--- src/rtl/bba_div.sv ---
// Reciprocal-multiplication divider by the constant block size.
`timescale 1ns / 1ps
`default_nettype none
module bba_div #(
  parameter int BLOCK_BYTES = 32,
  parameter int SUM_W       = 21,
  parameter int Q_W         = 16
) (
  input  wire logic             clk,
  input  wire logic             rst,
  input  wire logic             start,
  input  wire logic [SUM_W-1:0] dividend,
  output logic                  done,
  output logic [Q_W-1:0]        quotient
);
  localparam int RL = (BLOCK_BYTES > 1) ? $clog2(BLOCK_BYTES) : 0;
  localparam int SH = SUM_W + RL;
  localparam int PW = 2 * SUM_W + 1;
  localparam longint unsigned RECIP =
    ((64'd1 << SH) + 64'(BLOCK_BYTES) - 64'd1) / 64'(BLOCK_BYTES);
  localparam logic [SUM_W:0] RECIP_C = (SUM_W+1)'(RECIP);

  logic [PW-1:0] prod;

  assign prod = PW'(dividend) * PW'(RECIP_C);

  always_ff @(posedge clk) begin
    if (rst) begin
      done <= 1'b0;
    end else begin
      done <= start;
    end
  end

  always_ff @(posedge clk) begin
    if (start) begin
      quotient <= prod[SH +: Q_W];
    end
  end

endmodule
`default_nettype wire

--- config.mk ---
export PLATFORM = sky130hd
export DESIGN_NAME = bba_div
export DESIGN_NICKNAME = d
export VERILOG_FILES = /design/src/rtl/bba_div.sv
export SDC_FILE = /design/constraint.sdc
export NUM_CORES = 1
export LEC_CHECK = 0
export BUFFER_PORTS_ARGS = -buffer_cell sky130_fd_sc_hd__buf_4
export CORE_AREA = 2 2 39 41
export CTS_BUF_LIST = sky130_fd_sc_hd__clkbuf_8
export DETAILED_ROUTE_END_ITERATION = 8
export DIE_AREA = 0 0 41 43
export HOLD_SLACK_MARGIN = 0.02
export PLACE_DENSITY_LB_ADDON = 0.15
export RECOVER_POWER = 50
export SYNTH_ARGS = -nofsm -noshare
export SYNTH_HDL_FRONTEND = slang
export SYNTH_SLANG_ARGS = --single-unit
export TNS_END_PERCENT = 1
--- constraint.sdc ---
create_clock -name clk -period 0.9 [get_ports clk]
set_input_delay 0.18 -clock clk [delete_from_list [all_inputs] [get_ports clk]]
set_output_delay 0.18 -clock clk [all_outputs]
set_load 0.05 [all_outputs]
==> impl_metrics.py, run 1 <==
metrics = {
    "power_and_ir_drop": {
        "sw_frac_of_total_pct": 26.7,
        "intPower_mw": 1.39,
        "clkPwrFrac_pct": 27.7,
        "p_sw_mw": 0.508,
        "power_frac_comb_pct": 21.7,
        "p_leak_nw": 0.385,
        "finalPower_mw": 1.90,
        "ir_worst_vdd_uv": 1260,
        "power_density_nw_per_um2": 2100,
        "p_seq_share_pct": 50.5,
    },
    "route": {
        "drc": 0,
        "final_antenna_net_count": 0,
        "dr.pass1.iters": 4,
        "num_vias": 323,
        "drt_iter0_drc": 1,
        "viasPerCell": 4.42,
        "wire_per_inst_um": 12.8,
        "routed_wl_um": 931,
    },
    "setup_path": {
        "start_kind": "register",
        "crit_buf_inv": 1,
        "crit_type": "reg -> out",
        "end_kind": "output pin",
        "required_ps": 720,
        "arrival_ps": 810,
        "worstPathMaxFanout": 1,
        "slowest_stage": "edfxtp_1",
        "crit_path_max_incr_delay_ps": 400,
        "path_cells": "buf_6",
        "crit_family": "flip-flops",
    },
    "sta": {
        "hold_viol_final": 0,
        "tightest_slew_ps": 212,
        "whs_ps": 87.3,
        "period_share_pct": 110,
        "layout_min_cycle_time_ps": 992,
        "setup_viol": 16,
        "setup_tns_ps": -1100,
        "slew_headroom_pct": 85.9,
        "worst_slack_ps": -91.7,
        "fmax_mhz": 1010,
        "rsz0062_at_grt": "yes",
        "report.final.slew_viol_count": 0,
    },
    "cts": {
        "clk_pin_slew_ps": 60,
        "clock_path_buffers": 2,
        "tritoncts": "yes",
        "htreeDepth": 1,
        "cts_hold_buffers": 0,
        "cts_setup_buffers": 0,
        "root_buffer": "clkbuf_8",
        "cts_made_buffers": 3,
        "numClockSinks": 17,
    },
    "placed_design": {
        "numPortBuffers": 35,
        "place_congestion": 0.576,
    },
    "logic_synthesis": {
        "synth_area_um2": 514,
        "ys_warn_count": 0,
        "synth_area_leaders": "edfxtp_1 93%, dfxtp_1 3.9%, nor2b_4 2.7%",
        "synth.distinct_cells": 3,
        "synth_fp_nets": 42,
        "ys_ff_latch": 17,
        "synth_top_area_share_pct": 93.4,
        "yosys.area.top_type": "edfxtp_1",
        "syn_avg_cell_area_um2": 28.6,
        "ys_seq_area_share_pct": 97.3,
        "synthCells": 18,
    },
    "global_routing": {
        "antenna_found_initial": 0,
        "grt-ovfl-total": 0,
        "grt_max_degree": 18,
        "grt_pass1_vias": 341,
        "groute.usage.overall_pct": 13.8,
        "grt_pass1_wl_mm": 1.49,
    },
    "outcome": {
        "violations": "negative setup slack",
        "status": "complete, but fails checks",
    },
    "cells_and_area": {
        "final_nets": 82,
        "layout-drive-gt1-share_pct": 70.2,
        "diodes": 0,
        "finalCoreUtilization_pct": 65.6,
        "nFillCells": 106,
        "syn2layout_area_growth_pct": 76.4,
    },
    "floorplanning": {
        "core_area_um2": 1380,
        "initial_utilization_pct": 37.2,
        "fp.dieW_um": 41,
        "die_area_um2": 1760,
        "die_y_um": 43,
        "io-pin-count": 41,
        "std_cell_rows": 14,
    },
    "worst_hold_path": {
        "worstHoldStart": "rst",
        "min_path_cells": 2,
        "min_to": "done$_SDFF_PP0_",
        "hold_class": "in -> reg",
    },
    "flow_run": {
        "max-cap-violations": 0,
    },
}
worst max path at each step:
stage                                 from      endpoint  slack, ps  cells after the start
finish              quotient[14]$_DFFE_PP_  quotient[14]        -90                      1
global route        quotient[14]$_DFFE_PP_  quotient[14]       -130                      1
CTS                 quotient[14]$_DFFE_PP_  quotient[14]       -110                      1
detailed placement  quotient[14]$_DFFE_PP_  quotient[14]        150                      1
global placement    quotient[11]$_DFFE_PP_  quotient[11]        180                      1
floorplan            quotient[0]$_DFFE_PP_   quotient[0]        120                      0
state kept, by name, indices dropped and copies added (netlist names):
register / flops
done: 1
quotient: 16
cells in the final DEF (no fill, tap or decap), drive strengths merged:
master / Yosys / final
buf: 0 / 19
clkbuf: 0 / 19
dfxtp: 1 / 1
edfxtp: 16 / 16
inv: 0 / 1
nor2b: 1 / 1
timing repair:
item                       4_1_cts  5_1_grt
hold endpoints to repair         0        0
gates resized for setup         18        0
setup endpoints to repair       17       17
kinds of logic (layout without fill, tap and decap cells):
logic type / after synthesis / count (layout) / share of synthesized area [%]
flops: 17 / 17 / 97.3
buf+inv: 0 / 39 / 0
simple gates: 1 / 1 / 2.68
through the flow:
stage	instance area, um2	std cells	setup slack [ps]
floorplan	514	18	119
global placement	797	69	178
detailed placement	797	69	154
CTS	907	73	-106
global route	907	73	-134
finish	907	73	-91.7
area by class of cell:
cell class	instances	area, um2	share of cell area (%)
multi-input combinational	1	13.8	1.52
clock inverter	1	3.75	0.414
sequential	17	502	55.3
tap	16	20.0	2.21
timing repair buffer	35	327	36.0
clock buffer	3	41.3	4.55
synthesized netlist by cell type:
library cell  instances
dfxtp_1               1
edfxtp_1             16
nor2b_4               1
power groups by stage:
stage | logic [mW] | registers (mW) | clock network [mW]
after floorplan | 0.00393 | 1.18 | 0
after CTS | 0.420 | 0.961 | 0.554
after global placement | 0.380 | 0.963 | 0
after global routing | 0.431 | 0.968 | 0.588
after detailed placement | 0.384 | 0.964 | 0
final | 0.413 | 0.961 | 0.527
routing by layer:
layer	vias to the layer above	wire length (um)	track usage, %
li1	147	-	-
met1	148	280	13.5
met2	26	520	21.9
met3	2	117	5.24
met4	0	11	10.0
met5	-	0	0
(Power assumes the default switching activity.)
==> run 2, diff against run 1 <==
--- a/config.mk
+++ b/config.mk
@@ -13,6 +13,7 @@
 export HOLD_SLACK_MARGIN = 0.02
 export PLACE_DENSITY_LB_ADDON = 0.15
 export RECOVER_POWER = 50
+export SETUP_SLACK_MARGIN = 0.02
 export SYNTH_ARGS = -nofsm -noshare
 export SYNTH_HDL_FRONTEND = slang
 export SYNTH_SLANG_ARGS = --single-unit
==> run 2 against run 1 <==
Net effect: the flow still finishes with violations (negative setup slack); flip-flop and latch count is the same; clock-buffer cell count is the same; cell count is the same; first-iteration DRC count is the same; worst hold slack is essentially flat.
==> impl_metrics.py, run 2 (synthesis gave the netlist of run 1 again) <==
metrics = {
    "setup_path": {
        "path_cells": "buf_6",
        "end_kind": "output pin",
        "crit_path_max_incr_delay_ps": 400,
        "slowest_stage": "edfxtp_1",
        "required_ps": 720,
        "crit_type": "reg -> out",
        "arrival_ps": 810,
        "crit_buf_inv": 1,
        "worstPathMaxFanout": 1,
        "crit_family": "flip-flops",
        "start_kind": "register",
    },
    "power_and_ir_drop": {
        "sw_frac_of_total_pct": 26.7,
        "p_leak_nw": 0.387,
        "intPower_mw": 1.40,
        "power_frac_comb_pct": 21.8,
        "finalPower_mw": 1.90,
        "p_seq_share_pct": 50.5,
        "power_density_nw_per_um2": 2090,
        "clkPwrFrac_pct": 27.7,
        "p_sw_mw": 0.507,
        "ir_worst_vdd_uv": 1260,
    },
    "global_routing": {
        "grt_max_degree": 18,
        "grt-ovfl-total": 0,
        "grt_pass1_wl_mm": 1.50,
        "groute.usage.overall_pct": 13.9,
        "antenna_found_initial": 0,
        "grt_pass1_vias": 341,
    },
    "cts": {
        "clk_pin_slew_ps": 60,
        "cts_hold_buffers": 0,
        "numClockSinks": 17,
        "clock_path_buffers": 2,
        "cts_made_buffers": 3,
        "root_buffer": "clkbuf_8",
        "tritoncts": "yes",
        "htreeDepth": 1,
    },
    "outcome": {
        "status": "complete, but fails checks",
        "violations": "negative setup slack",
    },
    "floorplanning": {
        "std_cell_rows": 14,
        "io-pin-count": 41,
        "fp.dieW_um": 41,
        "die_y_um": 43,
        "initial_utilization_pct": 37.2,
        "core_area_um2": 1380,
        "die_area_um2": 1760,
    },
    "sta": {
        "period_share_pct": 110,
        "report.final.slew_viol_count": 0,
        "fmax_mhz": 1010,
        "setup_viol": 16,
        "hold_viol_final": 0,
        "setup_tns_ps": -1090,
        "layout_min_cycle_time_ps": 991,
        "worst_slack_ps": -91.3,
        "tightest_slew_ps": 212,
        "whs_ps": 87.6,
        "rsz0062_at_grt": "yes",
        "slew_headroom_pct": 85.9,
    },
    "cells_and_area": {
        "finalCoreUtilization_pct": 65.8,
        "nFillCells": 105,
        "diodes": 0,
        "final_cell_mix": "16 x clkbuf_4, 16 x buf_6, 16 x edfxtp_1, 3 x clkbuf_8, 2 x buf_4",
        "reg_top3": "quotient (16), done (1)",
        "regMostFlops": "quotient",
        "stdcell_area_um2": 911,
        "layoutNonFillerInstCount": 73,
        "syn2layout_area_growth_pct": 77.1,
        "largest_register_ffs": 16,
        "final_nets": 82,
        "layout-drive-gt1-share_pct": 70.2,
    },
    "worst_hold_path": {
        "hold_class": "in -> reg",
    },
    "route": {
        "final_antenna_net_count": 0,
        "drc": 0,
        "drt_iter0_drc": 1,
        "viasPerCell": 4.42,
        "dr.pass1.iters": 4,
        "routed_wl_um": 930,
        "num_vias": 323,
        "wire_per_inst_um": 12.7,
    },
    "placed_design": {
        "numPortBuffers": 35,
        "pre_cts_ws_ps": 154,
        "dpl_cell_area_um2": 797,
        "place_congestion": 0.576,
        "dp.cells": 69,
    },
    "flow_run": {
        "max-cap-violations": 0,
    },
}
==> run 2: power by group through the flow <==
stage / combinational (mW) / clock (mW) / sequential [mW]
floorplan: 0.00393 / 0 / 1.18
global placement: 0.380 / 0 / 0.963
detailed placement: 0.384 / 0 / 0.964
CTS: 0.422 / 0.554 / 0.961
global route: 0.433 / 0.588 / 0.969
finish: 0.415 / 0.527 / 0.961
==> run 2: per-layer routing <==
layer / track usage (%) / wire length, um / vias up
li1: - / - / 147
met1: 13.9 / 280 / 148
met2: 21.9 / 520 / 26
met3: 5.24 / 117 / 2
met4: 10.0 / 11 / 0
met5: 0 / 0 / -
==> run 2: layout make-up <==
type                            count  area, um2  area share (%)
Clock buffer                        3       41.3            4.53
Clock inverter                      1       3.75           0.412
Multi-Input combinational cell      1       13.8            1.51
Sequential cell                    17        502            55.1
Tap cell                           16       20.0            2.20
Timing Repair Buffer               35        330            36.3
==> run 2: repair_timing <==
item | 4_1_cts | 5_1_grt
buffers inserted | 0 | 0
setup endpoints to repair | 17 | 17
gates resized for setup | 19 | 0
gates cloned | 0 | 0
==> run 2: path summary, 6_finish.rpt <==
| kind | start | end | cells after the start |
|---|---|---|---|
| max | quotient[14]$_DFFE_PP_ | quotient[14] | 1 |
| min | rst | done$_SDFF_PP0_ | 2 |
==> run 3, diff against run 2 <==
--- a/config.mk
+++ b/config.mk
@@ -6,14 +6,17 @@
 export NUM_CORES = 1
 export LEC_CHECK = 0
 export BUFFER_PORTS_ARGS = -buffer_cell sky130_fd_sc_hd__buf_4
-export CORE_AREA = 2 2 39 41
+export CELL_PAD_IN_SITES_DETAIL_PLACEMENT = 0
+export CELL_PAD_IN_SITES_GLOBAL_PLACEMENT = 2
+export CORE_MARGIN = 2
+export CORE_UTILIZATION = 26
 export CTS_BUF_LIST = sky130_fd_sc_hd__clkbuf_8
 export DETAILED_ROUTE_END_ITERATION = 8
-export DIE_AREA = 0 0 41 43
 export HOLD_SLACK_MARGIN = 0.02
 export PLACE_DENSITY_LB_ADDON = 0.15
 export RECOVER_POWER = 50
 export SETUP_SLACK_MARGIN = 0.02
+export SLEW_MARGIN = 30
 export SYNTH_ARGS = -nofsm -noshare
 export SYNTH_HDL_FRONTEND = slang
 export SYNTH_SLANG_ARGS = --single-unit
==> run 3 against run 2 <==
Net effect: worst hold slack better by 2.2 ps; via count is 1.2% higher; clock-buffer cell count stayed put; wire length is 6.8% higher; critical path depth stayed put; the run still ends with negative setup slack left; first-iteration DRC count is 100% lower.
==> impl_metrics.py, run 3 (synthesis gave the netlist of run 1 again) <==
metrics = {
    "outcome": {
        "status": "complete, but fails checks",
        "violations": "negative setup slack",
    },
    "floorplanning": {
        "initial_utilization_pct": 26.8,
        "fp.dieW_um": 48.5,
        "die_y_um": 48.5,
        "core_area_um2": 1920,
        "die_area_um2": 2350,
        "io-pin-count": 41,
        "std_cell_rows": 16,
    },
    "setup_path": {
        "required_ps": 720,
        "arrival_ps": 800,
        "worstPathMaxFanout": 1,
        "crit_type": "reg -> out",
        "path_cells": "buf_6",
        "crit_path_max_incr_delay_ps": 390,
        "start_kind": "register",
        "end_kind": "output pin",
        "crit_family": "flip-flops",
        "slowest_stage": "edfxtp_1",
        "crit_buf_inv": 1,
    },
    "sta": {
        "hold_viol_final": 0,
        "whs_ps": 89.8,
        "worst_slack_ps": -81.9,
        "fmax_mhz": 1020,
        "tightest_slew_ps": 213,
        "setup_viol": 16,
        "period_share_pct": 109,
        "report.final.slew_viol_count": 0,
        "layout_min_cycle_time_ps": 982,
        "rsz0062_at_grt": "yes",
        "slew_headroom_pct": 85.8,
    },
    "cells_and_area": {
        "final_cell_mix": "16 x clkbuf_4, 16 x buf_6, 16 x edfxtp_1, 3 x clkbuf_8, 2 x buf_4",
        "largest_register_ffs": 16,
        "regMostFlops": "quotient",
        "reg_top3": "quotient (16), done (1)",
        "diodes": 0,
        "layoutNonFillerInstCount": 84,
        "layout-drive-gt1-share_pct": 70.2,
        "syn2layout_area_growth_pct": 79.8,
        "final_nets": 82,
    },
    "cts": {
        "clk_pin_slew_ps": 60,
        "tritoncts": "yes",
        "clock_path_buffers": 2,
        "numClockSinks": 17,
        "htreeDepth": 1,
        "cts_made_buffers": 3,
        "cts_hold_buffers": 0,
        "root_buffer": "clkbuf_8",
    },
    "placed_design": {
        "pre_cts_ws_ps": 149,
        "place_congestion": 0.650,
        "dp.cells": 80,
        "numPortBuffers": 35,
    },
    "route": {
        "dr.pass1.iters": 1,
        "drt_iter0_drc": 0,
        "viasPerCell": 3.89,
        "final_antenna_net_count": 0,
        "routed_wl_um": 993,
        "drc": 0,
        "num_vias": 327,
        "wire_per_inst_um": 11.8,
    },
    "global_routing": {
        "grt-ovfl-total": 0,
        "grt_max_degree": 18,
        "antenna_found_initial": 0,
        "grt_pass1_wl_mm": 1.49,
        "grt_pass1_vias": 330,
        "groute.usage.overall_pct": 8.87,
    },
    "flow_run": {
        "max-cap-violations": 0,
    },
    "power_and_ir_drop": {
        "ir_worst_vdd_uv": 846,
        "finalPower_mw": 1.91,
        "p_leak_nw": 0.387,
        "power_density_nw_per_um2": 2060,
    },
    "worst_hold_path": {
        "hold_class": "in -> reg",
    },
}
==> run 3: repair_timing <==
item                                   CTS  global route
buffers inserted                         0             0
gates resized for setup                 19             0
endpoints found under the hold margin    0             0
setup endpoints to repair               17            17
==> run 3: layer usage <==
layer,routed length (um),vias up,track usage [%]
met5,0,-,0
met4,10,0,5.71
met3,96,2,4.32
met2,575,19,16.0
met1,309,158,7.74
li1,-,148,-
==> run 3: area by class of cell <==
cell class,instances,area [um2]
clock buffer,3,41.3
sequential,17,502
clock inverter,1,3.75
fill,183,997
timing repair buffer,35,330
multi-input combinational,1,13.8
tap,27,33.8
==> run 3: metrics by stage <==
step | TNS (ps) | area (um2) | util, %
final | -1090 | 925 | 48.1
after floorplan | 0 | 514 | -
after global placement | 0 | 811 | 42.2
after global routing | -1680 | 925 | 48.1
after detailed placement | 0 | 811 | 42.2
after CTS | -1240 | 925 | 48.1
==> run 3: final timing paths <==
path	startpoint	endpoint	slack [ps]	depth (start not counted)
hold / removal	rst	done$_SDFF_PP0_	90	2
setup / recovery	quotient[2]$_DFFE_PP_	quotient[2]	-80	1
==> run 3: power by group <==
group | switching [mW] | internal, mW
logic | 0.256 | 0.159
clock network | 0.231 | 0.301
registers | 0.0269 | 0.934
